--- config.mk ---
export PLATFORM = sky130hd
export DESIGN_NAME = nearest_set_cell_chebyshev
export DESIGN_NICKNAME = d
export VERILOG_FILES = /design/src/rtl/nscc_pkg.sv /design/src/rtl/nscc_ram.sv /design/src/rtl/nscc_row_dist.sv /design/src/rtl/nearest_set_cell_chebyshev.sv
export SDC_FILE = /design/constraint.sdc
export NUM_CORES = 2
export LEC_CHECK = 0
export ABC_AREA = 1
export BUFFER_PORTS_ARGS = -buffer_cell sky130_fd_sc_hd__buf_2
export CAP_MARGIN = 20
export CORE_MARGIN = 10
export CORE_UTILIZATION = 30
export DETAILED_ROUTE_END_ITERATION = 10
export MAX_ROUTING_LAYER = met4
export PLACE_DENSITY = 0.42
export SLEW_MARGIN = 20
export SYNTH_ARGS = -nofsm -noshare
export SYNTH_HDL_FRONTEND = slang
export SYNTH_SLANG_ARGS = --single-unit
--- constraint.sdc ---
create_clock -name clk -period 7.6 [get_ports clk]
set_input_delay 1.14 -clock clk [delete_from_list [all_inputs] [get_ports clk]]
set_output_delay 1.14 -clock clk [all_outputs]
set_load 0.1 [all_outputs]
--- src/rtl/nscc_pkg.sv ---
// Shared types and constants of the nearest set cell search block.
`default_nettype none

package nscc_pkg;

  // Sequencer states
  typedef enum logic [2:0] {
    ST_IDLE,
    ST_WMOD,
    ST_SCAN,
    ST_DRAIN,
    ST_OUT
  } state_t;

  // Configuration register indexes
  localparam logic REG_ROWS_IN_USE = 1'b0;
  localparam logic REG_COLS_IN_USE = 1'b1;

  // Input action codes
  localparam logic ACT_WRITE = 1'b0;
  localparam logic ACT_QUERY = 1'b1;

  // Largest reported distance and register reset values
  localparam logic [4:0] DIST_MAX   = 5'd31;
  localparam logic [5:0] ROWS_RESET = 6'd32;
  localparam logic [5:0] COLS_RESET = 6'd32;

endpackage

`default_nettype wire

--- src/rtl/nscc_ram.sv ---
// Generic single-clock RAM with one write port and one registered read port.
`default_nettype none

module nscc_ram #(
  parameter int WIDTH = 32,
  parameter int DEPTH = 32,
  localparam int AW   = (DEPTH > 1) ? $clog2(DEPTH) : 1
) (
  input  wire logic                 clk,
  input  wire logic                 we,
  input  wire logic [AW-1:0]        waddr,
  input  wire logic [WIDTH-1:0]     wdata,
  input  wire logic                 re,
  input  wire logic [AW-1:0]        raddr,
  output logic      [WIDTH-1:0]     rdata
);

  logic [WIDTH-1:0] mem_r [DEPTH];

  // Write and registered read
  always_ff @(posedge clk) begin
    if (we) begin
      mem_r[waddr] <= wdata;
    end
    if (re) begin
      rdata <= mem_r[raddr];
    end
  end

endmodule

`default_nettype wire

--- src/rtl/nscc_row_dist.sv ---
// Shared row evaluator: Chebyshev distance from the query to the nearest set bit of one row.
`default_nettype none

module nscc_row_dist #(
  parameter int MAX_COLS = 32,
  parameter int DW       = 5
) (
  input  wire logic [MAX_COLS-1:0] word,
  input  wire logic [4:0]          col,
  input  wire logic [DW-1:0]       di,
  output logic                     hit,
  output logic      [DW-1:0]       cheb_dist
);

  localparam int CIW = (MAX_COLS > 1) ? $clog2(MAX_COLS) : 1;
  localparam int CDW = (CIW > 5) ? CIW : 5;

  logic [CDW-1:0] c_ext;
  logic           left_hit;
  logic           right_hit;
  logic [CDW-1:0] jl;
  logic [CDW-1:0] jr;
  logic [CDW-1:0] dl;
  logic [CDW-1:0] dr;
  logic [CDW-1:0] dj;
  logic [DW-1:0]  dj_ext;

  assign c_ext = CDW'(col);

  // Find the closest set bit at or left of the query column, and at or right of it
  always_comb begin
    left_hit  = 1'b0;
    right_hit = 1'b0;
    jl        = '0;
    jr        = '0;
    for (int j = 0; j < MAX_COLS; j++) begin
      if (word[j] && (CDW'(j) <= c_ext)) begin
        left_hit = 1'b1;
        jl       = CDW'(j);
      end
    end
    for (int j = MAX_COLS - 1; j >= 0; j--) begin
      if (word[j] && (CDW'(j) >= c_ext)) begin
        right_hit = 1'b1;
        jr        = CDW'(j);
      end
    end
  end

  // Take the nearer column, then the larger of row and column distance
  always_comb begin
    dl = c_ext - jl;
    dr = jr - c_ext;
    if (left_hit && right_hit) begin
      dj = (dl < dr) ? dl : dr;
    end else if (left_hit) begin
      dj = dl;
    end else begin
      dj = dr;
    end
    dj_ext    = DW'(dj);
    hit       = left_hit | right_hit;
    cheb_dist = (di > dj_ext) ? di : dj_ext;
  end

endmodule

`default_nettype wire

--- src/rtl/nearest_set_cell_chebyshev.sv ---
// Top level: bitmap grid with nearest set cell search by Chebyshev distance.
//
//   channel | direction | handshake           | payload
//   --------+-----------+---------------------+--------------------------------------
//   in      | input     | in_valid / in_stall | in_action, in_row, in_col, in_cell_value
//   out     | output    | out_valid/out_stall | out_distance, out_none_found
//   cfg     | input     | cfg_we              | cfg_idx, cfg_wdata
//
// A query is accepted, the grid RAM is read once per row in use, N = min(rows_in_use, MAX_ROWS),
// and the last row's evaluation ends in the drain state; with N = 0 the query goes straight to the result.
// The grid RAM's single read port and the one shared row evaluator make the scan go row by row.
// A write reads its row and writes it back; a write outside the area in use is ignored.
// Reset is synchronous; per-row valid bits make the grid read as zero with no clearing pass.
// in_stall stays high while a transaction is at work or its result waits on out_stall.
`default_nettype none

module nearest_set_cell_chebyshev #(
  parameter int MAX_ROWS = 32,
  parameter int MAX_COLS = 32
) (
  input  wire logic       clk,
  input  wire logic       rst_n,
  input  wire logic       in_valid,
  output logic            in_stall,
  input  wire logic       in_action,
  input  wire logic [4:0] in_row,
  input  wire logic [4:0] in_col,
  input  wire logic       in_cell_value,
  output logic            out_valid,
  input  wire logic       out_stall,
  output logic      [4:0] out_distance,
  output logic            out_none_found,
  input  wire logic       cfg_we,
  input  wire logic       cfg_idx,
  input  wire logic [5:0] cfg_wdata
);

  localparam int RIW = (MAX_ROWS > 1) ? $clog2(MAX_ROWS) : 1;
  localparam int RDW = (RIW > 5) ? RIW : 5;
  localparam int CIW = (MAX_COLS > 1) ? $clog2(MAX_COLS) : 1;
  localparam int CDW = (CIW > 5) ? CIW : 5;
  localparam int DW  = (RDW > CDW) ? RDW : CDW;
  localparam int RCW = $clog2(MAX_ROWS + 1);
  localparam int NRW = (RCW > 6) ? RCW : 6;
  localparam int NCW = 7;

  nscc_pkg::state_t state_r, state_nxt;

  logic [5:0]          rows_r, cols_r;
  logic [4:0]          pos_row_r, pos_row_nxt;
  logic [4:0]          pos_col_r, pos_col_nxt;
  logic                val_r, val_nxt;
  logic [NRW-1:0]      scan_r, scan_nxt;
  logic [RIW-1:0]      rd_row_r, rd_row_nxt;
  logic                rd_vld_r, rd_vld_nxt;
  logic                rd_fill_r, rd_fill_nxt;
  logic [MAX_ROWS-1:0] row_vld_r, row_vld_nxt;
  logic [DW-1:0]       best_r, best_nxt;
  logic                found_r, found_nxt;

  logic [NRW-1:0]      nr_eff;
  logic [NCW-1:0]      nc_eff;
  logic                in_fire;
  logic                wr_ok;
  logic                scan_last;
  logic                ram_re, ram_we;
  logic [RIW-1:0]      ram_raddr, ram_waddr;
  logic [MAX_COLS-1:0] ram_rdata, ram_wdata;
  logic [MAX_COLS-1:0] col_mask;
  logic [MAX_COLS-1:0] row_word;
  logic [MAX_COLS-1:0] eval_word;
  logic [RDW-1:0]      ra, rb, di_raw;
  logic [DW-1:0]       di;
  logic                eval_hit;
  logic [DW-1:0]       eval_dist;

  // Area in use, clipped to the grid size
  assign nr_eff = (NRW'(rows_r) > NRW'(MAX_ROWS)) ? NRW'(MAX_ROWS) : NRW'(rows_r);
  assign nc_eff = (NCW'(cols_r) > NCW'(MAX_COLS)) ? NCW'(MAX_COLS) : NCW'(cols_r);

  assign in_fire   = in_valid && !in_stall;
  assign wr_ok     = (NRW'(in_row) < nr_eff) && (NCW'(in_col) < nc_eff);
  assign scan_last = (scan_r + NRW'(1)) >= nr_eff;

  // Configuration registers
  always_ff @(posedge clk) begin
    if (!rst_n) begin
      rows_r <= nscc_pkg::ROWS_RESET;
      cols_r <= nscc_pkg::COLS_RESET;
    end else if (cfg_we) begin
      unique case (cfg_idx)
        nscc_pkg::REG_ROWS_IN_USE: rows_r <= cfg_wdata;
        nscc_pkg::REG_COLS_IN_USE: cols_r <= cfg_wdata;
        default: ;
      endcase
    end
  end

  // Next state
  always_comb begin
    state_nxt = state_r;
    unique case (state_r)
      nscc_pkg::ST_IDLE: begin
        if (in_fire) begin
          if (in_action == nscc_pkg::ACT_WRITE) begin
            state_nxt = wr_ok ? nscc_pkg::ST_WMOD : nscc_pkg::ST_IDLE;
          end else begin
            state_nxt = (nr_eff == '0) ? nscc_pkg::ST_OUT : nscc_pkg::ST_SCAN;
          end
        end
      end
      nscc_pkg::ST_WMOD:  state_nxt = nscc_pkg::ST_IDLE;
      nscc_pkg::ST_SCAN:  state_nxt = scan_last ? nscc_pkg::ST_DRAIN : nscc_pkg::ST_SCAN;
      nscc_pkg::ST_DRAIN: state_nxt = nscc_pkg::ST_OUT;
      nscc_pkg::ST_OUT:   state_nxt = out_stall ? nscc_pkg::ST_OUT : nscc_pkg::ST_IDLE;
      default:            state_nxt = nscc_pkg::ST_IDLE;
    endcase
  end

  // Handshake and RAM control
  always_comb begin
    in_stall  = (state_r != nscc_pkg::ST_IDLE);
    out_valid = (state_r == nscc_pkg::ST_OUT);
    ram_re    = 1'b0;
    ram_raddr = RIW'(in_row);
    ram_we    = (state_r == nscc_pkg::ST_WMOD);
    ram_waddr = RIW'(pos_row_r);
    unique case (state_r)
      nscc_pkg::ST_IDLE: begin
        ram_re = in_fire && (in_action == nscc_pkg::ACT_WRITE) && wr_ok;
      end
      nscc_pkg::ST_SCAN: begin
        ram_re    = 1'b1;
        ram_raddr = scan_r[RIW-1:0];
      end
      default: ;
    endcase
  end

  // Result fields: saturate the distance, zero it when nothing was found
  always_comb begin
    out_none_found = !found_r;
    if (!found_r) begin
      out_distance = '0;
    end else if (best_r > DW'(nscc_pkg::DIST_MAX)) begin
      out_distance = nscc_pkg::DIST_MAX;
    end else begin
      out_distance = best_r[4:0];
    end
  end

  // Columns in use; never-written rows read as zero
  always_comb begin
    for (int j = 0; j < MAX_COLS; j++) begin
      col_mask[j] = NCW'(j) < nc_eff;
    end
  end

  assign row_word  = rd_fill_r ? ram_rdata : '0;
  assign eval_word = row_word & col_mask;

  // Row distance of the row under evaluation
  assign ra     = RDW'(rd_row_r);
  assign rb     = RDW'(pos_row_r);
  assign di_raw = (ra > rb) ? (ra - rb) : (rb - ra);
  assign di     = DW'(di_raw);

  // Modify one bit of the row read back
  always_comb begin
    ram_wdata = row_word;
    ram_wdata[CIW'(pos_col_r)] = val_r;
  end

  // Datapath next values
  always_comb begin
    pos_row_nxt = pos_row_r;
    pos_col_nxt = pos_col_r;
    val_nxt     = val_r;
    scan_nxt    = scan_r;
    rd_row_nxt  = rd_row_r;
    rd_vld_nxt  = (state_r == nscc_pkg::ST_SCAN);
    rd_fill_nxt = rd_fill_r;
    row_vld_nxt = row_vld_r;
    best_nxt    = best_r;
    found_nxt   = found_r;

    // Capture the transaction
    if (in_fire) begin
      pos_row_nxt = in_row;
      pos_col_nxt = in_col;
      val_nxt     = in_cell_value;
      scan_nxt    = '0;
      if (in_action == nscc_pkg::ACT_QUERY) begin
        best_nxt  = '0;
        found_nxt = 1'b0;
      end
    end

    // Track which row is read and whether it was ever written
    if (ram_re) begin
      rd_row_nxt  = ram_raddr;
      rd_fill_nxt = row_vld_r[ram_raddr];
    end

    // Advance the scan
    if (state_r == nscc_pkg::ST_SCAN) begin
      scan_nxt = scan_r + NRW'(1);
    end

    // Fold the evaluated row into the running minimum
    if (rd_vld_r && eval_hit && (!found_r || (eval_dist < best_r))) begin
      best_nxt = eval_dist;
    end
    if (rd_vld_r && eval_hit) begin
      found_nxt = 1'b1;
    end

    // Mark a written row valid
    if (ram_we) begin
      row_vld_nxt[ram_waddr] = 1'b1;
    end
  end

  // Control registers
  always_ff @(posedge clk) begin
    if (!rst_n) begin
      state_r   <= nscc_pkg::ST_IDLE;
      rd_vld_r  <= 1'b0;
      row_vld_r <= '0;
      found_r   <= 1'b0;
      scan_r    <= '0;
    end else begin
      state_r   <= state_nxt;
      rd_vld_r  <= rd_vld_nxt;
      row_vld_r <= row_vld_nxt;
      found_r   <= found_nxt;
      scan_r    <= scan_nxt;
    end
  end

  // Payload registers
  always_ff @(posedge clk) begin
    pos_row_r <= pos_row_nxt;
    pos_col_r <= pos_col_nxt;
    val_r     <= val_nxt;
    rd_row_r  <= rd_row_nxt;
    rd_fill_r <= rd_fill_nxt;
    best_r    <= best_nxt;
  end

  nscc_ram #(
    .WIDTH (MAX_COLS),
    .DEPTH (MAX_ROWS)
  ) u_grid (
    .clk   (clk),
    .we    (ram_we),
    .waddr (ram_waddr),
    .wdata (ram_wdata),
    .re    (ram_re),
    .raddr (ram_raddr),
    .rdata (ram_rdata)
  );

  nscc_row_dist #(
    .MAX_COLS (MAX_COLS),
    .DW       (DW)
  ) u_row_dist (
    .word      (eval_word),
    .col       (pos_col_r),
    .di        (di),
    .hit       (eval_hit),
    .cheb_dist (eval_dist)
  );

endmodule

`default_nettype wire

# Word-level counts from Yosys, hierarchy flattened
# Memory sizes are Yosys's and may differ from the RTL's. A register that Yosys moved wholly into a read port is not among the register bits.
# Cells that the tools add are included.
[op_classes] eq_ne=5 magnitude_cmp=111 muxes=163 reduce_logical=88 bitwise=5 n_addsub=5
[ops] cell="$mux 5" count=59
[ops] cell="$lt 5x6->1 const A" count=16
[ops] cell="$ge 5x5->1 const A" count=16
[ops] cell="$le 5x5->1 const A" count=16
[ops] cell="$mux 1" count=75
[ops] cell="$logic_and 1x1->1" count=73
[ops] cell="$lt 4x6->1 const A" count=8
[ops] cell="$ge 4x5->1 const A" count=8
[ops] cell="$le 4x5->1 const A" count=8
[ops] cell="$and 32x32->32" count=1
[ops] cell="$bwmux 32" count=1
[ops] cell="$mux 32" count=1
[ops] cell="$mux 4" count=8
[ops] cell="$or 32x32->32" count=1
[ops] cell="$lt 3x6->1 const A" count=4
[ops] cell="$mux 3" count=8
[ops] cell="$mux 6" count=4
[ops] cell="$ge 3x5->1 const A" count=4
[ops] cell="$le 3x5->1 const A" count=4
[ops] cell="$sub 5x5->5" count=4
[ops] cell="$lt 5x6->1 const B" count=3
[ops] cell="$gt 6x6->1 const B" count=2
[ops] cell="$lt 1x6->1 const A" count=2
[ops] cell="$lt 2x6->1 const A" count=2
[ops] cell="other kinds (29)" count=49
[totals] register_bits=77 ram_bits=1024 elab_cells=391 memories=1 inputBits=24
[memory_table] memory="u_grid.mem_r" depth=32 word_bits=32 rd=1 rd_clocked_by_memory_dff=1 write_ports=1 line_no="nscc_ram.sv:18" source="logic [WIDTH-1:0] mem_r [DEPTH];"

# Logic depth before layout (Yosys ltp)
[logic_depth] ltp_word=48 ltp_mapped=68 ltp_nobuf=67

# Modules after synthesis
# Synthesis repeated with hierarchy kept, for this count alone.
[hier_totals] cells_unflattened=4706 hier_area_um2=49942.9
[modules_own_cells] module="nscc_ram" n_inst=1 cells_each=3536 seq_area_each_um2=31710.4 area_each_um2=42726.0
[modules_own_cells] module="nearest_set_cell_chebyshev" n_inst=1 cells_each=776 seq_area_each_um2=1761.7 area_each_um2=5198.7
[modules_own_cells] module="nscc_row_dist" n_inst=1 cells_each=394 seq_area_each_um2=0.0 area_each_um2=2018.2

# Least setup slack after synthesis
# OpenSTA, ideal clock, no wires.
[synth_path] path_type="register to register" startpoint="register cols_r[5]" endpoint="register best_r[0] (enable)" stages_incl_launch_ff=66 required_time_ps=7287 slack_ps=427 setup_time_ps=313 t_arrival_ps=6860 period_less_slack_ps=7173 path_cell_list="dfxtp_1 > buf_6 > inv_4 > nand2_4 > nor2_2 > nand2_1 > nand2_1 > nand3_1 > nand2_1 > nand2_1 > nand2_1 > nand2_1 > nand2_1 > nand2_1 > nand2_1 > nand2_1 > nand2_1 > nand2_1 > [30 not listed] > ha_1 > a31o_2 > inv_1 > o21ai_4 > nor2_1 > a21oi_1 > ha_1 > nand2_1 > o311ai_0 > nand2_1 > o21ai_0 > inv_1 > ha_1 > a21o_1 > a21oi_1 > o21ai_1 > a21o_2 > nand2_1"
[synth_via] elab_chain_len=48
[synth_lines] element="start, declared" line_no="nearest_set_cell_chebyshev.sv:49" source="logic [5:0] rows_r, cols_r;"
[synth_lines] element="start signal, assigned" line_no="nearest_set_cell_chebyshev.sv:89" source="cols_r <= nscc_pkg::COLS_RESET;"
[synth_lines] element="start signal, assigned" line_no="nearest_set_cell_chebyshev.sv:93" source="nscc_pkg::REG_COLS_IN_USE: cols_r <= cfg_wdata;"
[synth_lines] element="$gt 6x6->1" line_no="nearest_set_cell_chebyshev.sv:79" source="assign nc_eff = (NCW'(cols_r) > NCW'(MAX_COLS)) ? NCW'(MAX_COLS) : NCW'(cols_r);"
[synth_lines] element="$mux 6 *" line_no="nearest_set_cell_chebyshev.sv:79"
[synth_lines] element="$lt 5x6->1" line_no="nearest_set_cell_chebyshev.sv:155" source="col_mask[j] = NCW'(j) < nc_eff;"
[synth_lines] element="$and 32x32->32 *" line_no="nearest_set_cell_chebyshev.sv:160" source="assign eval_word = row_word & col_mask;"
[synth_lines] element="$logic_and 1x1->1" line_no="nscc_row_dist.sv:43" source="if (word[j] && (CDW'(j) >= c_ext)) begin"
[synth_lines] element="$mux 5 (32 in series)" line_no="nscc_row_dist.sv:43"
[synth_lines] element="$sub 5x5->5" line_no="nscc_row_dist.sv:53" source="dr = jr - c_ext;"
[synth_lines] element="$lt 5x5->1" line_no="nscc_row_dist.sv:55" source="dj = (dl < dr) ? dl : dr;"
[synth_lines] element="[2 not listed]"
[synth_lines] element="$gt 5x5->1" line_no="nscc_row_dist.sv:63" source="cheb_dist = (di > dj_ext) ? di : dj_ext;"
[synth_lines] element="$mux 5 *" line_no="nscc_row_dist.sv:63"
[synth_lines] element="named net eval_dist[3]" line_no="nearest_set_cell_chebyshev.sv:75" source="logic [DW-1:0] eval_dist;"
[synth_lines] element="$lt 5x5->1 *" line_no="nearest_set_cell_chebyshev.sv:211" source="if (rd_vld_r && eval_hit && (!found_r || (eval_dist < best_r))) begin"
[synth_lines] element="$logic_or 1x1->1 *" line_no="nearest_set_cell_chebyshev.sv:211"
[synth_lines] element="$logic_and 1x1->1 *" line_no="nearest_set_cell_chebyshev.sv:211"
[synth_lines] element="$reduce_bool 2->1 (no line)"
[synth_lines] element="$reduce_and 2->1 (no line) *"
[synth_lines] element="end signal, assigned" line_no="nearest_set_cell_chebyshev.sv:248" source="best_r <= best_nxt;"
[synth_lines] element="end, declared" line_no="nearest_set_cell_chebyshev.sv:58" source="logic [DW-1:0] best_r, best_nxt;"
# The timed path passes the listed nets; every way through them passes the cells marked *.
# A chain may end at the register's enable or synchronous reset.

# Worst setup path in the final report
[layout_path] startpoint="register cols_r[5]" endpoint="register best_r[4] (enable)"
# The elaborated chain is that of the path after synthesis.

==> results_dict.tcl <==
set metrics [dict create \
    fin_tns_setup_ns 0 \
    drt_iter0_markers 3056 \
    cpMostUsedCell "nand2_1" \
    clk_pin_slew_worst_paths_ns 0.06 \
    synth-simple-area-share 0.100 \
    switching_share 0.288 \
    rsz0062_at_grt "yes" \
    synth_edf_count 1078 \
    die_w_um 417 \
    initial_core_util 0.302 \
    coreArea_um2 156000 \
    io_buffer_count 31 \
    antenna_found_initial 6 \
    synthMuxAreaShare 0.000662 \
    grt_pass1_vias 31200 \
    ios 32 \
    clk_path_buf_depth 3 \
    syn-cell-area_um2 47300 \
    cts_buffers 120 \
    drive_gt1_frac 0.158 \
    synth_area_per_cell_um2 12.2 \
    synthXorXnorAreaFrac 0.00259 \
    p_int_mw 11.5 \
    synth_seq_cells 1133 \
    drv_slew 0 \
    period_needed_ns 7.18 \
    cp.required_ns 8.04 \
    synth_top_family_by_area "compound AO/OA/AOI/OAI gates" \
    fin_crit_sh 0.945 \
    crit_type "register to register" \
    worstSkewPairLatency_ns 0.76 \
    routed_via_density 5.27 \
    async_flop_share 0 \
    worstPathArrival_ns 7.62 \
    comb_power_share 0.210 \
    nets 4102 \
    fp-row-count 145 \
    power_frac_seq 0.438 \
    cts_sinks 1133 \
    synth_fa_ha_area_frac 0.0136 \
    drv_cap 0 \
    hold_class "register to register" \
    critPathMaxStageDelay_ns 0.57 \
    ys_types 57 \
    num-fill-cells 15300 \
    die_h_um 417 \
    final_cells 6191 \
    netlist_instances 3863 \
    pwr_density_cell_nw_per_um2 291 \
    cts_root_buf "clkbuf_16" \
    dieArea_um2 174000 \
    clkPwrFrac 0.353 \
    yosysWarnings 0 \
    synth_nets 3936 \
    crit_path_end_kind "register" \
    h-tree-depth 3 \
    dr.pass1.iters 5 \
    synth_compound_area_frac 0.142 \
    fin_worst_skew_ns 0.0382 \
    via_count 32600 \
    tightest_slew_ns 1.15 \
    synth_flop_cell "edfxtp_1" \
    status "completed" \
    cellLeakagePower_nw 18.6 \
    holdWs_ns 0.465 \
    ys_seq_area_frac 0.708 \
    grt_pass1_wl_um 238000 \
    grt_use_total 0.192 \
    grt_start_max_net_pins 173 \
    drcViolationCount 0 \
    grt_overflow 0 \
    fmax_mhz 139 \
    place_inst 5937 \
    wire_per_inst_um 27.0 \
    hold_viol_final 0 \
    crit_slowest_cell "fa_1" \
    worst-path-max-fanout 5 \
    area_growth_pct 17.9 \
    ir_worst_vdd_uv 272 \
    setup_viol 0 \
    max_slew_margin 0.232 \
    ant_nets 0 \
    cp-start-kind "register" \
    routed_wl_um 167000 \
    tritoncts "yes" \
    switchingPower_mw 4.67 \
    dp_hpwl_um 90000 \
    gp_congestion 0.953 \
]
layout by cell type (no fill, tap or decap), types with 12 or more instances in the layout:
master	count
edfxtp_1	1078
nor2_1	687
o21ai_0	558
nand2_1	269
buf_4	227
o221ai_1	210
inv_1	140
clkbuf_16	120
nand3_1	71
a31oi_1	61
o22ai_1	55
o211ai_1	52
dfxtp_1	50
nor2_4	42
a21oi_1	40
ha_1	39
clkbuf_1	32
clkinv_1	31
buf_2	31
inv_2	26
nand2_2	22
clkinv_2	22
o21ai_2	20
a21oi_2	19
nor2_2	19
nor3_1	19
nand4_1	17
buf_6	12
repair_timing:
action,in CTS,in global routing
hold buffers,0,0
buffers inserted,0,28
setup endpoints to repair,5,10
resized for setup,3,95
pin swaps,0,27
cloned,0,0
critical path: cells and delay by family (launching register included):
| kind | cells | cell delay [ns] |
|---|---|---|
| and+or+nand+nor | 37 | 2.50 |
| DFF | 1 | 0.38 |
| AOI/OAI and AO/OA | 12 | 1.84 |
| adders and majority gates | 5 | 1.55 |
| buffers and inverters | 8 | 0.63 |
per-stage QoR:
step | setup slack, ns | cell area, um^2 | util | power [mW]
2_1_floorplan | 0.427 | 47300 | - | 8.95
3_5_place_dp | -0.0195 | 51400 | 0.329 | 10.2
3_3_place_gp | -0.00983 | 51300 | 0.328 | 10.2
4_1_cts | 0.0816 | 55200 | 0.353 | 15.9
6_report | 0.419 | 55700 | 0.356 | 16.2
5_1_grt | -0.143 | 55700 | 0.356 | 16.9
power by group through the flow:
stage	clock, mW	combinational [mW]	sequential, mW
after global placement	0	2.94	7.22
final	5.72	3.40	7.09
after floorplan	0	1.73	7.22
after detailed placement	0	2.96	7.22
after CTS	5.83	2.98	7.09
after global routing	6.06	3.75	7.09
registers in the layout (all words and copies together) (netlist names):
name / cells
pos_col_r: 5
rows_r: 6
u_grid.mem_r: 1024
found_r: 1
state_r: 3
pos_row_r: 5
row_vld_r: 32
u_grid.rdata: 32
rd_vld_r: 1
cols_r: 6
rd_fill_r: 1
scan_r: 6
ra: 5
val_r: 1
best_r: 5
synth_stat cells (10+ instances only):
cell,n,share of area
inv_1,149,0.012
nor2_2,18,0.0024
a31oi_1,65,0.0086
nand2_1,287,0.023
dfxtp_1,55,0.023
ha_1,45,0.012
inv_2,17,0.0013
o22ai_1,55,0.0073
a21oi_1,56,0.0059
nand4_1,17,0.0022
o221ai_1,210,0.039
nor2_1,726,0.058
clkbuf_1,225,0.018
nand3_1,75,0.0079
o21ai_1,11,0.0012
o211ai_1,52,0.0083
xor2_1,10,0.0019
nor3_1,19,0.0020
edfxtp_1,1078,0.68
o21ai_0,583,0.062
layer usage:
layer	global-route usage	share of wire	vias to the layer above
met5	-	0	-
met4	0.0471	0.021	0
met3	0.0220	0.050	184
met2	0.300	0.47	954
met1	0.267	0.46	16800
li1	-	-	14700
logic make-up (layout without fill, tap and decap cells):
| kind of cell | Yosys count | count (layout) |
|---|---|---|
| AND/OR/NAND/NOR | 1168 | 1168 |
| flip-flops | 1133 | 1133 |
| AO/OA/AOI/OAI | 1083 | 1083 |
| buffers and inverters | 413 | 680 |
| adder cells (fa/ha/maj) | 49 | 49 |
| XOR/XNOR | 14 | 14 |
| multiplexers | 3 | 3 |
| other | 0 | 3 |
area by class of cell:
type,count,area (um^2),share of cell area
sequential,1133,33500,0.601
multi-input combinational,2317,12900,0.232
clock buffer,152,3120,0.0560
tap,2058,2570,0.0462
timing repair buffer,283,2270,0.0407
inverter,174,693,0.0124
clock inverter,71,638,0.0115
antenna,3,7.51,0.000135
final timing paths:
kind / start / to / slack (ns) / cells past startpoint
setup / recovery: cols_r[5] / best_r[4] / 0.42 / 62
hold / removal: row_vld_r[21] / row_vld_r[21] / 0.46 / 2
setup reg to reg: cols_r[5] / best_r[4] / 0.42 / 62
hold reg to reg: row_vld_r[21] / row_vld_r[21] / 0.46 / 2
No activity file was read; power rests on OpenSTA's default activity.
